## src/rtl/core/typed_field_byte_serializer_top_assert.svh

```systemverilog
// Assertion macros for the typed field byte serializer.
`ifndef TYPED_FIELD_BYTE_SERIALIZER_TOP_ASSERT_SVH
`define TYPED_FIELD_BYTE_SERIALIZER_TOP_ASSERT_SVH

// Same-cycle implication, disabled while reset is asserted.
`define TFBS_ASSERT_NOW(label, clk, rst_n, ante, cons, msg) \
    label: assert property (@(posedge clk) disable iff (!rst_n) (ante) |-> (cons)) \
        else $error(msg);

// Next-cycle implication, disabled while reset is asserted.
`define TFBS_ASSERT_NEXT(label, clk, rst_n, ante, cons, msg) \
    label: assert property (@(posedge clk) disable iff (!rst_n) (ante) |=> (cons)) \
        else $error(msg);

`endif

```

## src/rtl/core/tfbs_pkg.sv

```systemverilog
// Package with the shared types and constants of the typed field byte serializer.
package tfbs_pkg;

    // Field kind codes.
    localparam logic [2:0] OP_BOOL  = 3'd0;
    localparam logic [2:0] OP_BYTE  = 3'd1;
    localparam logic [2:0] OP_SHORT = 3'd2;
    localparam logic [2:0] OP_INT   = 3'd3;
    localparam logic [2:0] OP_LONG  = 3'd4;
    localparam logic [2:0] OP_VARINT = 3'd5;
    localparam logic [2:0] OP_POS   = 3'd6;

    // VarInt group mask and continuation bit.
    localparam logic [7:0] VAR_GROUP_MASK = 8'b0111_1111;
    localparam logic [7:0] VAR_CONT_BIT   = 8'b1000_0000;

    // Job queue geometry.
    localparam int QDEPTH = 2;
    localparam int QPTR_W = (QDEPTH > 1) ? $clog2(QDEPTH) : 1;
    localparam int QCNT_W = $clog2(QDEPTH + 1);

    // One classified field: a left-aligned big-endian word with its byte count, or a
    // VarInt value held in the low 32 bits.
    typedef struct packed {
        logic [63:0] word;
        logic [3:0]  nbytes;
        logic        varint;
    } t_job;

    // Queue status seen by the front and the back.
    typedef struct packed {
        logic full;
        logic empty;
    } t_q_stat;

endpackage

```

## src/rtl/core/tfbs_if.sv

```systemverilog
// Channel interfaces for the field input and the byte output.
interface tfbs_in_if;
    logic        valid;
    logic        ready;
    logic [2:0]  operation;
    logic [63:0] value;
    logic signed [25:0] pos_x;
    logic signed [11:0] pos_y;
    logic signed [25:0] pos_z;

    modport source (output valid, operation, value, pos_x, pos_y, pos_z, input ready);
    modport sink   (input valid, operation, value, pos_x, pos_y, pos_z, output ready);
endinterface

interface tfbs_out_if;
    logic       valid;
    logic       ready;
    logic [7:0] out_byte;
    logic       last_byte;

    modport source (output valid, out_byte, last_byte, input ready);
    modport sink   (input valid, out_byte, last_byte, output ready);
endinterface

```

## src/rtl/core/tfbs_front.sv

```systemverilog
// Front end: accepts field items and classifies them into serializer jobs.
module tfbs_front
    import tfbs_pkg::*;
(
    tfbs_in_if.sink  i_in,
    input  t_q_stat  i_q_stat,
    output logic     o_push,
    output t_job     o_job
);

    // Accept whenever the queue has room.
    assign i_in.ready = !i_q_stat.full;

    // Build the job word and byte count for each field kind.
    always_comb begin
        o_job  = '0;
        o_push = i_in.valid && !i_q_stat.full;
        case (i_in.operation)
            OP_BOOL: begin
                o_job.word   = {7'd0, (i_in.value != 64'd0), 56'd0};
                o_job.nbytes = 4'd1;
            end
            OP_BYTE: begin
                o_job.word   = {i_in.value[7:0], 56'd0};
                o_job.nbytes = 4'd1;
            end
            OP_SHORT: begin
                o_job.word   = {i_in.value[15:0], 48'd0};
                o_job.nbytes = 4'd2;
            end
            OP_INT: begin
                o_job.word   = {i_in.value[31:0], 32'd0};
                o_job.nbytes = 4'd4;
            end
            OP_LONG: begin
                o_job.word   = i_in.value;
                o_job.nbytes = 4'd8;
            end
            OP_VARINT: begin
                o_job.word   = {32'd0, i_in.value[31:0]};
                o_job.varint = 1'b1;
            end
            OP_POS: begin
                o_job.word   = {i_in.pos_x, i_in.pos_y, i_in.pos_z};
                o_job.nbytes = 4'd8;
            end
            default: begin
                // The unused code is taken but yields no bytes.
                o_push = 1'b0;
            end
        endcase
    end

endmodule

```

## src/rtl/core/tfbs_queue.sv

```systemverilog
// Short job queue between the front end and the byte serializer.
module tfbs_queue
    import tfbs_pkg::*;
(
    input  logic    i_clk,
    input  logic    i_rst_n,
    input  logic    i_push,
    input  t_job    i_job,
    input  logic    i_pop,
    output t_job    o_job,
    output t_q_stat o_stat
);

    t_job              r_mem [QDEPTH];
    logic [QPTR_W-1:0] r_wr_ptr;
    logic [QPTR_W-1:0] r_rd_ptr;
    logic [QCNT_W-1:0] r_count;
    logic              do_push;
    logic              do_pop;

    assign o_stat.full  = (r_count == QCNT_W'(QDEPTH));
    assign o_stat.empty = (r_count == '0);
    assign do_push      = i_push && !o_stat.full;
    assign do_pop       = i_pop && !o_stat.empty;
    assign o_job        = r_mem[r_rd_ptr];

    // Entry storage needs no reset.
    always_ff @(posedge i_clk) begin
        if (do_push) begin
            r_mem[r_wr_ptr] <= i_job;
        end
    end

    // Pointers and fill count.
    always_ff @(posedge i_clk) begin
        if (!i_rst_n) begin
            r_wr_ptr <= '0;
            r_rd_ptr <= '0;
            r_count  <= '0;
        end else begin
            if (do_push) begin
                r_wr_ptr <= (r_wr_ptr == QPTR_W'(QDEPTH - 1)) ? '0 : r_wr_ptr + 1'b1;
            end
            if (do_pop) begin
                r_rd_ptr <= (r_rd_ptr == QPTR_W'(QDEPTH - 1)) ? '0 : r_rd_ptr + 1'b1;
            end
            if (do_push && !do_pop) begin
                r_count <= r_count + 1'b1;
            end else if (do_pop && !do_push) begin
                r_count <= r_count - 1'b1;
            end
        end
    end

endmodule

```

## src/rtl/core/tfbs_back.sv

```systemverilog
// Back end: sends one job out as a run of bytes through an output register.
module tfbs_back
    import tfbs_pkg::*;
(
    input  logic      i_clk,
    input  logic      i_rst_n,
    input  t_job      i_job,
    input  t_q_stat   i_q_stat,
    output logic      o_pop,
    tfbs_out_if.source o_out
);

    logic        r_busy;
    logic [63:0] r_word;
    logic [3:0]  r_left;
    logic        r_varint;
    logic        r_out_valid;
    logic [7:0]  r_out_byte;
    logic        r_out_last;

    logic        step;
    logic [7:0]  n_byte;
    logic        n_last;
    logic [63:0] n_word;

    assign o_out.valid     = r_out_valid;
    assign o_out.out_byte  = r_out_byte;
    assign o_out.last_byte = r_out_last;

    // Load a new job when idle, and emit a byte when the output register is free.
    assign o_pop = !r_busy && !i_q_stat.empty;
    assign step  = r_busy && (!r_out_valid || o_out.ready);

    // Next byte, its last flag and the remaining word.
    always_comb begin
        if (r_varint) begin
            n_word = {7'd0, r_word[63:7]};
            n_last = (n_word[31:0] == 32'd0);
            n_byte = (r_word[7:0] & VAR_GROUP_MASK) | (n_last ? 8'd0 : VAR_CONT_BIT);
        end else begin
            n_word = {r_word[55:0], 8'd0};
            n_last = (r_left == 4'd1);
            n_byte = r_word[63:56];
        end
    end

    // Control registers.
    always_ff @(posedge i_clk) begin
        if (!i_rst_n) begin
            r_busy      <= 1'b0;
            r_out_valid <= 1'b0;
        end else begin
            if (o_pop) begin
                r_busy <= 1'b1;
            end else if (step && n_last) begin
                r_busy <= 1'b0;
            end
            if (step) begin
                r_out_valid <= 1'b1;
            end else if (o_out.ready) begin
                r_out_valid <= 1'b0;
            end
        end
    end

    // Job and output payload registers.
    always_ff @(posedge i_clk) begin
        if (o_pop) begin
            r_word   <= i_job.word;
            r_left   <= i_job.nbytes;
            r_varint <= i_job.varint;
        end else if (step) begin
            r_word <= n_word;
            r_left <= r_left - 1'b1;
        end
        if (step) begin
            r_out_byte <= n_byte;
            r_out_last <= n_last;
        end
    end

endmodule

```

## src/rtl/core/typed_field_byte_serializer_top.sv

```systemverilog
// Typed field byte serializer: top level joining front end, job queue and back end.
//
// Usage: each transfer on i_in carries one typed protocol field (boolean, byte,
// short, int, long, VarInt or packed block position). The block sends the field's
// bytes in wire order on o_out, one byte per transfer, with last_byte set on the
// final byte. Code 7 is taken and yields no bytes.
// Path: when the back end is idle, the first byte of a field passes through the job
// queue, the back end's job registers and its output register before it is valid.
// Throughput: the back end loads a job and then sends its 1 to 8 bytes, one per
// cycle unless o_out.ready stalls it; it takes no new job until the last byte is
// in its output register, and that loop sets the sustained rate. The front end
// classifies in the cycle of the transfer and a two-entry job queue lets it keep
// accepting while bytes go out. Reset: i_rst_n is synchronous and active low; it
// empties the queue, drops any field in progress and clears o_out.valid.
// Stall: while the receiver holds o_out.ready low the current byte is held, the
// back end waits, and i_in.ready falls once the queue is full.
`include "typed_field_byte_serializer_top_assert.svh"

module typed_field_byte_serializer_top
    import tfbs_pkg::*;
(
    input  logic       i_clk,
    input  logic       i_rst_n,
    tfbs_in_if.sink    i_in,
    tfbs_out_if.source o_out
);

    t_job    front_job;
    t_job    q_job;
    t_q_stat q_stat;
    logic    q_push;
    logic    q_pop;

    // Classification of incoming fields.
    tfbs_front u_front (
        .i_in     (i_in),
        .i_q_stat (q_stat),
        .o_push   (q_push),
        .o_job    (front_job)
    );

    // Job queue.
    tfbs_queue u_queue (
        .i_clk   (i_clk),
        .i_rst_n (i_rst_n),
        .i_push  (q_push),
        .i_job   (front_job),
        .i_pop   (q_pop),
        .o_job   (q_job),
        .o_stat  (q_stat)
    );

    // Byte serializer.
    tfbs_back u_back (
        .i_clk    (i_clk),
        .i_rst_n  (i_rst_n),
        .i_job    (q_job),
        .i_q_stat (q_stat),
        .o_pop    (q_pop),
        .o_out    (o_out)
    );

    // The queue can never report full and empty together.
    `TFBS_ASSERT_NOW(a_q_stat_sane, i_clk, i_rst_n, 1'b1, !(q_stat.full && q_stat.empty), "queue full and empty at once")

    // A job is only taken from a queue that holds one.
    `TFBS_ASSERT_NOW(a_pop_not_empty, i_clk, i_rst_n, q_pop, !q_stat.empty, "pop from empty queue")

    // A pushed job with no pop leaves the queue non-empty.
    `TFBS_ASSERT_NEXT(a_push_fills, i_clk, i_rst_n, q_push && !q_stat.full && !q_pop, !q_stat.empty, "pushed job lost")

endmodule

```

## src/flat_wrapper.sv

```systemverilog
// flat-port wrapper written by rule: the top's interface ports become plain ports
module typed_field_byte_serializer_top_flat import tfbs_pkg::*;
  (i_clk, i_rst_n, i_in_valid, i_in_operation, i_in_value, i_in_pos_x, i_in_pos_y, i_in_pos_z, i_in_ready, o_out_valid, o_out_out_byte, o_out_last_byte, o_out_ready);
  tfbs_in_if i_in_i ();
  tfbs_out_if o_out_i ();
  input  logic i_clk;
  input  logic i_rst_n;
  input wire logic [$bits(i_in_i.valid)-1:0] i_in_valid;
  input wire logic [$bits(i_in_i.operation)-1:0] i_in_operation;
  input wire logic [$bits(i_in_i.value)-1:0] i_in_value;
  input wire logic [$bits(i_in_i.pos_x)-1:0] i_in_pos_x;
  input wire logic [$bits(i_in_i.pos_y)-1:0] i_in_pos_y;
  input wire logic [$bits(i_in_i.pos_z)-1:0] i_in_pos_z;
  output wire logic [$bits(i_in_i.ready)-1:0] i_in_ready;
  output wire logic [$bits(o_out_i.valid)-1:0] o_out_valid;
  output wire logic [$bits(o_out_i.out_byte)-1:0] o_out_out_byte;
  output wire logic [$bits(o_out_i.last_byte)-1:0] o_out_last_byte;
  input wire logic [$bits(o_out_i.ready)-1:0] o_out_ready;
  assign i_in_i.valid = i_in_valid;
  assign i_in_i.operation = i_in_operation;
  assign i_in_i.value = i_in_value;
  assign i_in_i.pos_x = i_in_pos_x;
  assign i_in_i.pos_y = i_in_pos_y;
  assign i_in_i.pos_z = i_in_pos_z;
  assign i_in_ready = i_in_i.ready;
  assign o_out_valid = o_out_i.valid;
  assign o_out_out_byte = o_out_i.out_byte;
  assign o_out_last_byte = o_out_i.last_byte;
  assign o_out_i.ready = o_out_ready;
  typed_field_byte_serializer_top u_core (.i_clk(i_clk), .i_rst_n(i_rst_n), .i_in(i_in_i), .o_out(o_out_i));
endmodule
```

## config.mk

```make
export PLATFORM = sky130hd
export DESIGN_NAME = typed_field_byte_serializer_top_flat
export DESIGN_NICKNAME = d
export VERILOG_FILES = /design/src/rtl/core/tfbs_pkg.sv /design/src/rtl/core/tfbs_if.sv /design/src/rtl/core/tfbs_front.sv /design/src/rtl/core/tfbs_queue.sv /design/src/rtl/core/tfbs_back.sv /design/src/rtl/core/typed_field_byte_serializer_top.sv /design/src/flat_wrapper.sv
export VERILOG_INCLUDE_DIRS = /design/src /design/src/rtl/core
export SDC_FILE = /design/constraint.sdc
export NUM_CORES = 1
export LEC_CHECK = 0
export BUFFER_PORTS_ARGS = -buffer_cell sky130_fd_sc_hd__buf_2
export CELL_PAD_IN_SITES_DETAIL_PLACEMENT = 1
export CELL_PAD_IN_SITES_GLOBAL_PLACEMENT = 1
export CORE_ASPECT_RATIO = 1.75
export CORE_MARGIN = 4
export CORE_UTILIZATION = 50
export CTS_BUF_LIST = sky130_fd_sc_hd__clkbuf_8
export DETAILED_ROUTE_END_ITERATION = 10
export HOLD_SLACK_MARGIN = 0.02
export PLACE_DENSITY = 0.84
export REMOVE_ABC_BUFFERS = 1
export SLEW_MARGIN = 40
export SYNTH_ARGS = -nofsm -noshare
export SYNTH_HDL_FRONTEND = slang
export SYNTH_SLANG_ARGS = --single-unit
```

## constraint.sdc

```tcl
create_clock -name i_clk -period 13.3 [get_ports i_clk]
set_input_delay 1.995 -clock i_clk [delete_from_list [all_inputs] [get_ports i_clk]]
set_output_delay 1.995 -clock i_clk [all_outputs]
set_load 0.02 [all_outputs]
```

# --- Yosys cells after proc, flatten, opt, wreduce, memory -nomap -nowiden ---
# Memory sizes are Yosys's and may differ from the RTL's. A register that Yosys moved wholly into a read port is not among the register bits.
# Cells that the tools add are included.
classes:
  add_sub_neg: 5
  n_eq_ne: 8
  n_mux: 24
  bitwise_logic: 1
  n_reduce_logical: 26
op_table:
  columns: ["cell", "n"]
  rows:
  - ["one-hot mux 64 bit (7 select lines)", 1]
  - ["two-way mux 64 bit", 3]
  - ["nonzero test 64 bit", 1]
  - ["logical NOT 32 bit", 1]
  - ["two-way mux 8 bit", 2]
  - ["one-hot mux 4 bit (4 select lines)", 1]
  - ["two-way mux 1 bit", 13]
  - ["== test 3 bit (second input constant)", 3]
  - ["logical AND 1 bit", 8]
  - ["two-way mux 4 bit", 2]
  - ["OR 7 x 8 -> 8 bit", 1]
  - ["nonzero test 2 bit", 4]
  - ["OR reduction 7 bit", 1]
  - ["== test 3 x 2 -> 1 bit (second input constant)", 2]
  - ["logical NOT 1 bit", 6]
  - ["== test 4 x 1 -> 1 bit (second input constant)", 1]
  - ["two-way mux 2 bit", 2]
  - ["OR reduction 2 bit", 2]
  - ["subtractor 4 x 1 -> 4 bit (second input constant)", 1]
  - ["== test 3 x 1 -> 1 bit (second input constant)", 1]
  - ["logical NOT 3 bit", 1]
  - ["adder 1 bit (second input constant)", 2]
  - ["adder 2 x 1 -> 2 bit (second input constant)", 1]
  - ["== test 2 bit (second input constant)", 1]
  - ["3 further kinds", 3]
totals:
  register_bits: 84
  ramBits: 138
  input_bits: 135
  output_inout_bits: 11
  elab_cells: 75
  memories: 1
mem_list:
  columns: ["name", "depth", "word_bits", "rd", "rd_clocked_by_memory_dff", "write_ports", "line_no", "rtl"]
  rows:
  - ["u_core.u_queue.r_mem", 2, 69, 1, 1, 1, "tfbs_queue.sv:14", "t_job r_mem [QDEPTH];"]

# --- Logic depth before layout (Yosys ltp) ---
logic_depth:
  word_depth: 9
  depth_mapped: 8
  ltp_nobuf: 7

# --- By module ---
# From an unflattened synthesis, not the netlist that was laid out.
unflattened:
  hier_cells: 784
  hier_area_um2: 10824.1
by_module_without_submodules:
  columns: ["mod", "instances", "cells_each", "area_each_um2", "seq_area_each_um2"]
  rows:
  - ["tfbs_queue", 1, 240, 5251.3, 4244.1]
  - ["tfbs_back", 1, 354, 4110.2, 2382.3]
  - ["tfbs_front", 1, 190, 1462.7, 0.0]

# --- Least setup slack after synthesis ---
# OpenSTA, ideal clock, no wires.
synth_path:
  path_kind: "input to register"
  startpoint: "input i_in_operation[2]"
  endpoint: "memory u_core.u_queue.r_mem[0][0] in the netlist's numbering (enable)"
  setup_time_ns: 0.498
  arrival_time_ns: 5.295
  required_time_ns: 12.802
  slack_ns: 7.507
  path_stages: 4
  path_buffers: 1
  cell_sequence: "buf_4 -> nand3_1 -> nand3_1 -> nor2_1"
synth_between:
  elab_chain_len: 6
  word_cells_on_any_way: 12
synth_lines:
  columns: ["element", "line_no", "rtl"]
  rows:
  - ["start, declared", "flat_wrapper.sv:9", "input wire logic [$bits(i_in_i.operation)-1:0] i_in_operation;"]
  - ["== test 3 bit (tied with other cells)", "tfbs_front.sv:18", "case (i_in.operation)"]
  - ["OR reduction 7 bit (no line) *", null, null]
  - ["two-way mux 1 bit *", "tfbs_front.sv:18", null]
  - ["logical AND 1 bit *", "tfbs_queue.sv:23", "assign do_push = i_push && !o_stat.full;"]
  - ["two-way mux 1 bit *", "tfbs_queue.sv:29", "if (do_push) begin"]
  - ["two-way mux 1 bit (implied by the code) *", "tfbs_queue.sv:30", "r_mem[r_wr_ptr] <= i_job;"]
  - ["end, declared", "tfbs_queue.sv:14", null]
# Every way passes the cells marked *; elsewhere a longest branch is shown, timed or not.

# --- Final worst setup path ---
layout_path:
  startpoint: "input i_in_operation[1]"
  endpoint: "register u_core.u_queue.r_count[1]"
layout_between:
  elab_chain_len: 7
  word_cells_on_any_way: 15
layout_lines:
  columns: ["element", "line_no", "rtl"]
  rows:
  - ["== test 3 bit (tied with other cells)", "tfbs_front.sv:18", null]
  - ["OR reduction 7 bit (no line) *", null, null]
  - ["two-way mux 1 bit *", "tfbs_front.sv:18", null]
  - ["logical AND 1 bit *", "tfbs_queue.sv:23", null]
  - ["via u_core.u_queue.do_push", "tfbs_queue.sv:18", "logic do_push;"]
  - ["logical NOT 1 bit", "tfbs_queue.sv:49", "end else if (do_pop && !do_push) begin"]
  - ["logical AND 1 bit", "tfbs_queue.sv:49", null]
  - ["nonzero test 2 bit (no line)", null, null]
  - ["end signal, assigned", "tfbs_queue.sv:48", "r_count <= r_count + 1'b1;"]
  - ["end signal, assigned", "tfbs_queue.sv:50", "r_count <= r_count - 1'b1;"]
  - ["end, declared", "tfbs_queue.sv:17", "logic [QCNT_W-1:0] r_count;"]
# The timed path passes the listed nets; every way through them passes the cells marked *.
# A chain may end at the register's enable or synchronous reset.

==> flow_summary.ini <==
[outcome]
status = finished, final reports clean

[clock_tree]
root_buffer = clkbuf_8
post_cts_buffers = 0
cts_max_level = 1
cts_hold_repair.buffers = 0
clock_path_buffers = 3
clk_pin_slew_ps = 70
tritoncts = done
clock_latency_ps = 600
cts_resized = 0
cts_buffers = 31
clock_sinks = 223

[floorplan]
rows = 70
die_y_um = 200
io_pins = 146
initial_utilization_pct = 50.6
die_x_um = 118
core-area_sq_um = 20800
dieArea_sq_um = 23600

[setup_path]
critPathMaxFanout = 49
crit_type = input pin to register
start_kind = input pin
cp-end-kind = register
crit_required_ps = 13810
cp.arrival_ps = 4110

[sta]
period_minus_slack_ps = 3600
relSlewSlack_pct = 39.0
fin_crit_sh_pct = 27.0
max_freq_mhz = 278
report.final.slew_viol_count = 0
rsz0062_at_grt = false
hold_viol_final = 0
setup-violations-final = 0
fin_hold_ws_ps = 550
tightest_slew_ps = 913
setup_tns_ps = 0
setup_slack_ps = 9700
fin_worst_skew_ps = 26.8

[placed_design]
hpwl_mm = 21.4
dp.cells = 1110
place.gp.congestion = 0.863
io_buffer_count = 145
dp_slack_ps = 9210
placed_cell_area_sq_um = 11300

[synthesis]
ys_types = 47
synth.top_cell.area_share_pct = 61.5
synth-main-ff-cell = edfxtp_1
synth.avg_cell_area_sq_um = 13.8
syn-instance-count = 766
yosys_warnings = 0
yosysSeqAreaShare_pct = 62.8
yosys.area.top_type = edfxtp_1
postSynth.asyncResetShare_pct = 0
synth.area.top_cells = edfxtp_1 (61%), mux2i_1 (6.4%), a22o_1 (5.8%), a211oi_1 (3.7%), nor2b_1 (3.2%)
syn-cell-area_sq_um = 10600
synth_edf_count = 216
synth-seq-cells = 223

[hold_path]
min_path_type = register to register

[finish]
fin_area_sq_um = 11900
instances_no_fill = 1165
antenna_cells = 0
final_util_pct = 57.2
areaGrowthSynthToFinish_pct = 13.1
drive_above_1_share_pct = 23.9
finalNetCount = 1029

[detailed_routing]
via_count = 7466
first_iter_violations = 410
viasPerCell = 6.41
wire_per_inst_um = 26.5
met3WireLength_mm = 1.73
routed.top_layer = met4
wl_mm = 30.9
met1_length_mm = 11.1
drt_first_pass_iters = 4
ant_nets = 0
drcViolationCount = 0
wl_met2_mm = 16.5

[power]
finalPower_mw = 2.54
p_leak_nw = 4.41
p_per_area_nw_per_um2 = 213
peakVddDrop_mv = 0.104

[global_route]
antenna_found_initial = 0
grt_pass1_vias = 8133
grt_start_max_net_pins = 96
grt_overflow_total = 0
grt_pass1_wl_mm = 47.4
grt_util_all_layers_pct = 25.9

[flow_run]
cap_violations = 0
path summary, 6_finish.rpt:
| kind | start | slack (ps) | to | depth (start not counted) |
|---|---|---|---|---|
| worst max-delay path | i_in_operation[1] | 9700 | u_core.u_queue.r_count[1] | 7 |
| worst max register to register | register | 11100 | u_core.u_back.r_word[41] | 4 |
| worst min-delay path | u_core.u_back.o_out.valid | 550 | u_core.u_back.o_out.valid | 2 |
| worst min register to register | u_core.u_back.o_out.valid | 550 | u_core.u_back.o_out.valid | 2 |
registers in the layout (all words and copies together) (netlist names), named ones only:
signal / count
u_core.u_queue.r_count: 2
u_core.u_back.r_busy: 1
u_core.u_back.o_out.valid: 1
u_core.u_back.r_word: 64
u_core.u_queue.r_wr_ptr: 1
u_core.u_back.o_out.last_byte: 1
u_core.u_back.r_left: 4
u_core.u_queue.r_mem: 138
u_core.u_back.o_out.out_byte: 8
u_core.u_back.r_varint: 1
u_core.u_queue.r_rd_ptr: 1
power by group:
| part | total, mW | switching (mW) | leakage (nW) | internal [mW] |
|---|---|---|---|---|
| Clock | 0.534 | 0.259 | 0.345 | 0.274 |
| Sequential | 1.23 | 0.146 | 2.13 | 1.08 |
| Combinational | 0.785 | 0.506 | 1.94 | 0.278 |
final cells by class:
cell class | instances | area [sq um]
clock buffer | 31 | 427
clock inverter | 24 | 176
fill | 2175 | 8910
inverter | 7 | 26.3
multi-input combinational | 472 | 3510
sequential | 223 | 6630
tap | 252 | 315
timing repair buffer | 156 | 848
critical path, cell delays in order:
cell and delay (ps):
buf_4 460, nand3_1 290, nand3_1 330, inv_1 90
ha_1 340, or3_1 390, a21boi_0 200
placed cells by master (no fill, tap or decap), types with 3 or more instances in the layout:
master,synthesis,layout
nor2b_1,54,53
xnor2_1,3,3
bufinv_16,0,3
mux2_2,8,8
clkinv_1,0,6
a221oi_2,7,7
edfxtp_1,216,216
mux2i_1,67,67
a211oi_1,52,52
buf_4,7,4
nand3b_1,9,9
ha_1,3,3
a22oi_1,14,14
nor2_1,7,5
a21oi_1,61,61
and2_1,6,6
o21ai_1,8,8
buf_6,15,6
a22o_1,70,70
buf_2,29,144
nand2_1,15,14
nand4_1,6,6
inv_1,7,18
nand3_1,11,11
dfxtp_1,7,6
nor4_1,23,23
o21ai_0,17,17
clkinv_2,0,3
a21o_1,7,7
clkbuf_8,0,31
routing by layer:
metal / GRT usage [%] / vias up
li1: - / 3320
met1: 29.8 / 3719
met4: 13.6 / 0
met2: 47.1 / 349
met3: 2.91 / 78
met5: 0 / -
synthesized netlist by cell type, types with 10 or more instances:
| library cell | number |
|---|---|
| a22o_1 | 70 |
| nor2b_1 | 54 |
| a22oi_1 | 14 |
| nand2_1 | 15 |
| edfxtp_1 | 216 |
| clkbuf_1 | 10 |
| buf_6 | 15 |
| nor4_1 | 23 |
| o21ai_0 | 17 |
| a211oi_1 | 52 |
| a21oi_1 | 61 |
| buf_2 | 29 |
| mux2i_1 | 67 |
| nand3_1 | 11 |
kinds of logic (layout without fill, tap and decap cells):
logic type      count (synthesis)  in the layout  synth area share, %
simple gates                  144            144                 8.23
mux                            75             75                 7.21
flops                         223            223                 62.8
fa+ha+maj                       3              3                0.356
xor+xnor                        5              5                0.415
buf+inv                        71            218                 4.23
compound gates                245            245                 16.8
Note: power is estimated with default switching activity, not from simulation.
